### config.mk
export PLATFORM = sky130hd
export DESIGN_NAME = cursor_line_edit_buffer
export DESIGN_NICKNAME = d
export VERILOG_FILES = /design/src/rtl/cleb_pkg.sv /design/src/rtl/cursor_line_edit_buffer.sv /design/src/rtl/cleb_front.sv /design/src/rtl/cleb_back.sv
export SDC_FILE = /design/constraint.sdc
export NUM_CORES = 2
export LEC_CHECK = 0
export BUFFER_PORTS_ARGS = -buffer_cell sky130_fd_sc_hd__buf_2
export CAP_MARGIN = 30
export CELL_PAD_IN_SITES_DETAIL_PLACEMENT = 0
export CELL_PAD_IN_SITES_GLOBAL_PLACEMENT = 1
export CORE_MARGIN = 3
export CORE_UTILIZATION = 40
export DETAILED_ROUTE_END_ITERATION = 6
export GPL_TIMING_DRIVEN = 0
export PLACE_DENSITY = 0.71
export SYNTH_ARGS = -nofsm -noshare
export SYNTH_HDL_FRONTEND = slang
export SYNTH_HIERARCHICAL = 1
export SYNTH_SLANG_ARGS = --single-unit
### constraint.sdc
create_clock -name clk -period 4.5 [get_ports clk]
set_input_delay 0.675 -clock clk [delete_from_list [all_inputs] [get_ports clk]]
set_output_delay 0.675 -clock clk [all_outputs]
set_load 0.005 [all_outputs]
### src/rtl/cleb_pkg.sv
`default_nettype none

package cleb_pkg;

    // Action codes carried by the input transaction.
    localparam logic [1:0] ACT_INSERT = 2'd0;
    localparam logic [1:0] ACT_LEFT   = 2'd1;
    localparam logic [1:0] ACT_RIGHT  = 2'd2;
    localparam logic [1:0] ACT_FLUSH  = 2'd3;

    // Depth of the command queue between the front and the back.
    localparam int Q_DEPTH = 2;
    localparam int Q_AW    = 1;

    typedef enum logic [1:0] {
        OP_INSERT,
        OP_LEFT,
        OP_RIGHT,
        OP_FLUSH
    } op_t;

    typedef struct packed {
        logic [1:0] action;
        logic [7:0] in_char;
    } in_item_t;

    typedef struct packed {
        logic [7:0] out_char;
        logic       last;
        logic       empty_line;
        logic       dropped;
    } out_item_t;

    typedef struct packed {
        op_t        op;
        logic [7:0] ch;
    } cmd_t;

    // Queue head as seen by the back end.
    typedef struct packed {
        logic valid;
        cmd_t cmd;
    } cmd_slot_t;

endpackage

`default_nettype wire

### src/rtl/cursor_line_edit_buffer.sv
// Accepted actions queue in the front; the back end serves the queue head. An
// insert completes in idle, so inserts run one per cycle while it stays idle;
// a move passes ST_MOVE_L or ST_MOVE_R; a flush runs ST_FL_RD (registered read)
// and ST_FL_WR, which waits for a free output, per character; an empty line is
// registered at its pop. Reset (rst_n low, asynchronous) empties the queue, the
// counts, the drop flag and the output register; the stores are not cleared.
`default_nettype none

module cursor_line_edit_buffer #(
    parameter int LINE_DEPTH = 64
) (
    input  wire logic                clk,
    input  wire logic                rst_n,
    input  wire logic                in_valid,
    output logic                     in_ready,
    input  wire cleb_pkg::in_item_t  in_data,
    output logic                     out_valid,
    input  wire logic                out_ready,
    output cleb_pkg::out_item_t      out_data
);
    import cleb_pkg::*;

    cmd_slot_t head;
    logic      pop;

    cleb_front u_front (
        .clk      (clk),
        .rst_n    (rst_n),
        .in_valid (in_valid),
        .in_ready (in_ready),
        .in_data  (in_data),
        .head     (head),
        .pop      (pop)
    );

    cleb_back #(
        .LINE_DEPTH (LINE_DEPTH)
    ) u_back (
        .clk       (clk),
        .rst_n     (rst_n),
        .head      (head),
        .pop       (pop),
        .out_valid (out_valid),
        .out_ready (out_ready),
        .out_data  (out_data)
    );

endmodule

`default_nettype wire

### src/rtl/cleb_front.sv
`default_nettype none

module cleb_front (
    input  wire logic               clk,
    input  wire logic               rst_n,
    input  wire logic               in_valid,
    output logic                    in_ready,
    input  wire cleb_pkg::in_item_t in_data,
    output cleb_pkg::cmd_slot_t     head,
    input  wire logic               pop
);
    import cleb_pkg::*;

    cmd_t              queue_reg [Q_DEPTH];
    logic [Q_AW-1:0]   wr_ptr_reg;
    logic [Q_AW-1:0]   rd_ptr_reg;
    logic [Q_AW:0]     count_reg;
    cmd_t              cmd_in;
    logic              push;
    logic              do_pop;

    // Classify the action and strip the character from moves and flushes.
    always_comb
    begin
        cmd_in.ch = 8'd0;
        case (in_data.action)
            ACT_INSERT:
            begin
                cmd_in.op = OP_INSERT;
                cmd_in.ch = in_data.in_char;
            end
            ACT_LEFT:  cmd_in.op = OP_LEFT;
            ACT_RIGHT: cmd_in.op = OP_RIGHT;
            ACT_FLUSH: cmd_in.op = OP_FLUSH;
            default:   cmd_in.op = OP_FLUSH;
        endcase
    end

    assign in_ready   = (count_reg != (Q_AW+1)'(Q_DEPTH));
    assign push       = in_valid && in_ready;
    assign head.valid = (count_reg != '0);
    assign head.cmd   = queue_reg[rd_ptr_reg];
    assign do_pop     = pop && head.valid;

    always_ff @(posedge clk)
    begin
        if (push)
        begin
            queue_reg[wr_ptr_reg] <= cmd_in;
        end
    end

    always_ff @(posedge clk or negedge rst_n)
    begin
        if (!rst_n)
        begin
            wr_ptr_reg <= '0;
            rd_ptr_reg <= '0;
            count_reg  <= '0;
        end
        else
        begin
            if (push)
            begin
                wr_ptr_reg <= (wr_ptr_reg == Q_AW'(Q_DEPTH - 1)) ? '0 : wr_ptr_reg + 1'b1;
            end
            if (do_pop)
            begin
                rd_ptr_reg <= (rd_ptr_reg == Q_AW'(Q_DEPTH - 1)) ? '0 : rd_ptr_reg + 1'b1;
            end
            if (push && !do_pop)
            begin
                count_reg <= count_reg + 1'b1;
            end
            else if (!push && do_pop)
            begin
                count_reg <= count_reg - 1'b1;
            end
        end
    end

endmodule

`default_nettype wire

### src/rtl/cleb_back.sv
`default_nettype none

module cleb_back #(
    parameter int LINE_DEPTH = 64
) (
    input  wire logic                clk,
    input  wire logic                rst_n,
    input  wire cleb_pkg::cmd_slot_t head,
    output logic                     pop,
    output logic                     out_valid,
    input  wire logic                out_ready,
    output cleb_pkg::out_item_t      out_data
);
    import cleb_pkg::*;

    localparam int AW = (LINE_DEPTH > 1) ? $clog2(LINE_DEPTH) : 1;
    localparam int CW = $clog2(LINE_DEPTH + 1);

    typedef enum logic [2:0] {
        ST_IDLE,
        ST_MOVE_L,
        ST_MOVE_R,
        ST_FL_RD,
        ST_FL_WR
    } state_t;

    state_t          state_reg;
    logic [CW-1:0]   bc_reg;
    logic [CW-1:0]   ac_reg;
    logic [CW-1:0]   n_reg;
    logic            drop_reg;
    logic            out_valid_reg;
    out_item_t       out_data_reg;

    logic [7:0]      bmem [LINE_DEPTH];
    logic [7:0]      amem [LINE_DEPTH];
    logic [7:0]      b_rdata_reg;
    logic [7:0]      a_rdata_reg;

    logic [CW-1:0]   total;
    logic [CW-1:0]   bc_dec;
    logic [CW-1:0]   ac_dec;
    logic [CW-1:0]   tail_idx;
    logic            full;
    logic            out_free;
    logic            out_load;
    logic            fl_last;
    logic            b_we;
    logic            a_we;
    logic [AW-1:0]   b_raddr;
    logic [AW-1:0]   a_raddr;
    logic [7:0]      b_wdata;

    assign total    = bc_reg + ac_reg;
    assign bc_dec   = bc_reg - CW'(1);
    assign ac_dec   = ac_reg - CW'(1);
    assign tail_idx = total - CW'(1) - n_reg;
    assign full     = (total >= CW'(LINE_DEPTH));
    assign out_free = !out_valid_reg || out_ready;
    assign fl_last  = (n_reg == total - CW'(1));

    // An empty-line flush produces its result at once, so it waits for the output.
    assign pop = (state_reg == ST_IDLE) && head.valid
                 && (head.cmd.op != OP_FLUSH || total != '0 || out_free);

    assign out_load = (pop && head.cmd.op == OP_FLUSH && total == '0)
                      || (state_reg == ST_FL_WR && out_free);

    // In idle the read ports look at the stack tops for a possible move;
    // during a flush they walk the line from its first character.
    assign b_raddr = (state_reg == ST_IDLE) ? bc_dec[AW-1:0] : n_reg[AW-1:0];
    assign a_raddr = (state_reg == ST_IDLE) ? ac_dec[AW-1:0] : tail_idx[AW-1:0];

    assign b_we    = (pop && head.cmd.op == OP_INSERT && !full) || (state_reg == ST_MOVE_R);
    assign b_wdata = (state_reg == ST_MOVE_R) ? a_rdata_reg : head.cmd.ch;
    assign a_we    = (state_reg == ST_MOVE_L);

    always_ff @(posedge clk)
    begin
        if (b_we)
        begin
            bmem[bc_reg[AW-1:0]] <= b_wdata;
        end
        b_rdata_reg <= bmem[b_raddr];
    end

    always_ff @(posedge clk)
    begin
        if (a_we)
        begin
            amem[ac_reg[AW-1:0]] <= b_rdata_reg;
        end
        a_rdata_reg <= amem[a_raddr];
    end

    always_ff @(posedge clk or negedge rst_n)
    begin
        if (!rst_n)
        begin
            state_reg     <= ST_IDLE;
            bc_reg        <= '0;
            ac_reg        <= '0;
            n_reg         <= '0;
            drop_reg      <= 1'b0;
            out_valid_reg <= 1'b0;
            out_data_reg  <= '0;
        end
        else
        begin
            if (out_load)
            begin
                out_valid_reg <= 1'b1;
            end
            else if (out_ready)
            begin
                out_valid_reg <= 1'b0;
            end
            case (state_reg)
                ST_IDLE:
                begin
                    if (pop)
                    begin
                        case (head.cmd.op)
                            OP_INSERT:
                            begin
                                if (full)
                                begin
                                    drop_reg <= 1'b1;
                                end
                                else
                                begin
                                    bc_reg <= bc_reg + CW'(1);
                                end
                            end
                            OP_LEFT:
                            begin
                                if (bc_reg != '0)
                                begin
                                    state_reg <= ST_MOVE_L;
                                end
                            end
                            OP_RIGHT:
                            begin
                                if (ac_reg != '0)
                                begin
                                    state_reg <= ST_MOVE_R;
                                end
                            end
                            OP_FLUSH:
                            begin
                                if (total == '0)
                                begin
                                    out_data_reg.out_char   <= 8'd0;
                                    out_data_reg.last       <= 1'b1;
                                    out_data_reg.empty_line <= 1'b1;
                                    out_data_reg.dropped    <= drop_reg;
                                    drop_reg                <= 1'b0;
                                end
                                else
                                begin
                                    n_reg     <= '0;
                                    state_reg <= ST_FL_RD;
                                end
                            end
                            default:
                            begin
                                state_reg <= ST_IDLE;
                            end
                        endcase
                    end
                end
                ST_MOVE_L:
                begin
                    bc_reg    <= bc_dec;
                    ac_reg    <= ac_reg + CW'(1);
                    state_reg <= ST_IDLE;
                end
                ST_MOVE_R:
                begin
                    ac_reg    <= ac_dec;
                    bc_reg    <= bc_reg + CW'(1);
                    state_reg <= ST_IDLE;
                end
                ST_FL_RD:
                begin
                    state_reg <= ST_FL_WR;
                end
                ST_FL_WR:
                begin
                    if (out_free)
                    begin
                        out_data_reg.out_char   <= (n_reg < bc_reg) ? b_rdata_reg : a_rdata_reg;
                        out_data_reg.last       <= fl_last;
                        out_data_reg.empty_line <= 1'b0;
                        out_data_reg.dropped    <= drop_reg;
                        if (fl_last)
                        begin
                            bc_reg    <= '0;
                            ac_reg    <= '0;
                            drop_reg  <= 1'b0;
                            state_reg <= ST_IDLE;
                        end
                        else
                        begin
                            n_reg     <= n_reg + CW'(1);
                            state_reg <= ST_FL_RD;
                        end
                    end
                end
                default:
                begin
                    state_reg <= ST_IDLE;
                end
            endcase
        end
    end

    assign out_valid = out_valid_reg;
    assign out_data  = out_data_reg;

endmodule

`default_nettype wire

==> metrics.md <==
| Metric | Value |
|---|---|
| Hold EP | u_front/queue_reg[1][3]$_DFFE_PP_ |
| #FFs+latches synth | 1101 |
| CTS H-tree lvls | 3 |
| Mapped Cells | 2988 |
| Reg2reg setup slack | 0.11 ns |
| DRT Pass-1 Iters | 5 |
| Syn nets | 3034 |
| DR vias/cell | 5.596 |
| Relative slew slack | 31.67% |
| Nets | 3197 |
| Startpoint types | register |
| Crit path max fanout | 9 |
| Synth unique cells | 70 |
| Dpl hpwl | 80.28 mm |
| Status | complete, no violations |
| CTS tree | done |
| Initial Utilization | 40.45% |
| Row Count | 123 |
| Area Overhead vs Synth | 14.89% |
| Clock transition at the registers of the reported paths | 0.07 ns |
| Crit. End Element | register |
| Routed WL | 119.3 mm |
| Clk buf depth | 3 |
| Min-Delay Path Depth | 2 |
| Crit Reg-Reg Startpoint | u_back/bc_reg[0]$_DFFE_PN0P_ |
| Vias | 26500 |
| Worst Min Path Start | in_data[3] |
| Post-synth EDFFs | 1044 |
| Die area | 0.1182 mm^2 |
| Vias in the first global route | 26230 |
| Ys async rst share | 3.724% |
| Sequential area share after synthesis | 71.66% |
| Number of port buffers | 26 |
| CTS Buf Count | 107 |
| Kind of critical path | register to register |
| GP Congestion | 0.9405 |
| Wire length of the first global-routing pass | 175.1 mm |
| WL/cell | 25.18 um |
| Top cells by area, synth | edfxtp_1 (69%), mux4_2 (6.3%), a211oi_1 (3.2%) |
| Clk_lat worst skew | 0.72 ns |
| Worst min path class | input pin to register |
| Final Hold Viols | 0 |
| Slew @ Worst Pin | 1.025 ns |
| Cells on worst reg2reg path | 12 |
| Fraction of layout cells with a size suffix above 1 | 18.86% |
| Crit share post-route | 97.56% |
| Post-synthesis cell area | 0.04563 mm^2 |
| Clock skew | 0.04467 ns |
| Final Setup Violations | 0 |
| Core ar. | 0.1128 mm^2 |
| Grt total ovfl | 0 |
| DRT antenna net count | 0 |
| Unrepaired setup endpoints after global routing | yes |
| Ys flop type | edfxtp_1 |
| Crit path DAT | 4.73 ns |
| Worst EP required | 4.84 ns |
| First DRT Iteration DRCs | 2861 |
| Drt drc | 0 |
| Max-Cap Viols | 0 |
| Final hold slack | 0.2904 ns |
| Max Slew Vio Count | 0 |
| Root buffer cell | clkbuf_16 |
| R2R Path End | u_back/bmem[4][7]$_DFFE_PP_ |
| Peak Freq | 227.8 MHz |
| Die width | 343.7 um |
| Die height | 343.7 um |
| Tmin final | 4.390 ns |
| Commonest non-fill, non-tap cell in the layout | edfxtp_1 |
| GRT Total Usage | 20.21% |
| Synth warn | 6 |
| Synth area leader | edfxtp_1 |
| Most frequent cells in the layout | edfxtp_1 (1044), nand2_1 (346), a211oi_1 (192) |
| Io pins | 27 |
| Top-area cell type share of the netlist area | 68.71% |
| TNS Setup | 0 ns |
| Num Clock Sinks | 1101 |
| Largest net degree at the start of global routing | 66 |
| Initial antenna violation count | 4 |
| Post-Syn Area per Cell | 15.27 um^2 |
[kinds of logic (layout without fill, tap and decap cells)]
group	after synthesis	count (layout)	share of synthesized area, %
buffers and inverters	214	461	2.139
AND/OR/NAND/NOR	832	832	8.186
adder cells (fa/ha/maj)	32	32	0.9104
flip-flops	1101	1101	71.66
XOR/XNOR	26	26	0.5320
other	0	1	0
AO/OA/AOI/OAI	546	546	7.785
multiplexers	237	237	8.789
[routing by layer]
metal	vias to the layer above	share of wire, %	global-route usage (%)
met4	0	3.2	6.676
met3	186	6.5	2.750
li1	11870	-	-
met2	924	49	33.88
met1	13530	41	27.30
met5	-	0	0
[critical path, cell delays in order, from the launching register on]
cell,delay (ns)
dfrtp_2,0.53
ha_1,0.22
inv_1,0.05
fa_1,0.40
and2b_1,0.25
o221ai_1,0.16
a21o_1,0.23
nor2_1,0.36
and4b_1,0.30
o31ai_4,0.37
and2_1,0.31
nand2_2,0.42
nor2_4,0.44
[stage by stage]
step	cell area (um^2)	util, %	cells	setup slack [ns]
6_report	52420	46.47	4736	0.1096
3_5_place_dp	47970	42.53	4531	-1.339
5_1_grt	52420	46.47	4735	-0.02088
2_1_floorplan	45630	-	2988	0.8200
4_1_cts	52150	46.23	4725	0.01902
3_3_place_gp	47630	42.23	4514	-1.363
[area by class of cell]
cell class | instances | area [um^2]
Antenna cell | 1 | 2.502
Buffer | 181 | 950.9
Clock buffer | 127 | 2814
Clock inverter | 66 | 750.7
Fill cell | 9772 | 60390
Inverter | 33 | 123.9
Multi-Input combinational cell | 1673 | 12580
Sequential cell | 1101 | 32720
Tap cell | 1500 | 1877
Timing Repair Buffer | 54 | 604.3
[cells in the mapped netlist, drive strengths merged, types with 5 or more instances]
master and instances:
nor2b 67, nand2b 6, dfrtp 41, nor2 217
nor4 6, nor3 16, mux4 128, a31oi 73
and3 5, o21ai 75, mux2i 90, xnor2 18
nand4 7, xor2 7, a211oi 196, and2 75
a21oi 132, inv 31, o22ai 13, o221ai 19
dfxtp 16, nand3 58, buf 85, clkbuf 96
ha 30, o31ai 8, mux2 19, nand2 353
edfxtp 1044, or2 5, a21o 8
[worst max path at each step]
stage                                 start                       endpoint  slack [ns]  cells past startpoint
3_5_place_dp   u_back/bc_reg[0]$_DFFE_PN0P_  u_back/a_rdata_reg[1]$_DFF_P_       -1.34                     16
5_1_grt        u_back/bc_reg[0]$_DFFE_PN0P_    u_back/bmem[4][7]$_DFFE_PP_       -0.02                     12
6_report       u_back/bc_reg[0]$_DFFE_PN0P_    u_back/bmem[4][7]$_DFFE_PP_        0.11                     12
3_3_place_gp   u_back/bc_reg[0]$_DFFE_PN0P_  u_back/a_rdata_reg[1]$_DFF_P_       -1.36                     16
2_1_floorplan  u_back/bc_reg[0]$_DFFE_PN0P_  u_back/a_rdata_reg[0]$_DFF_P_        0.82                     16
4_1_cts        u_back/bc_reg[0]$_DFFE_PN0P_  u_back/a_rdata_reg[0]$_DFF_P_        0.02                     16
[repair_timing]
item                                   in CTS  in global routing
pin swaps                                   0                  4
setup buffers                               0                  7
gates resized for setup                   185                 50
setup endpoints to repair                 520                362
endpoints found under the hold margin      15                  0
hold buffers                                1                  0
Power is not shown: default switching activity piles up to over one toggle a cycle in this logic, so the estimate is an artifact.
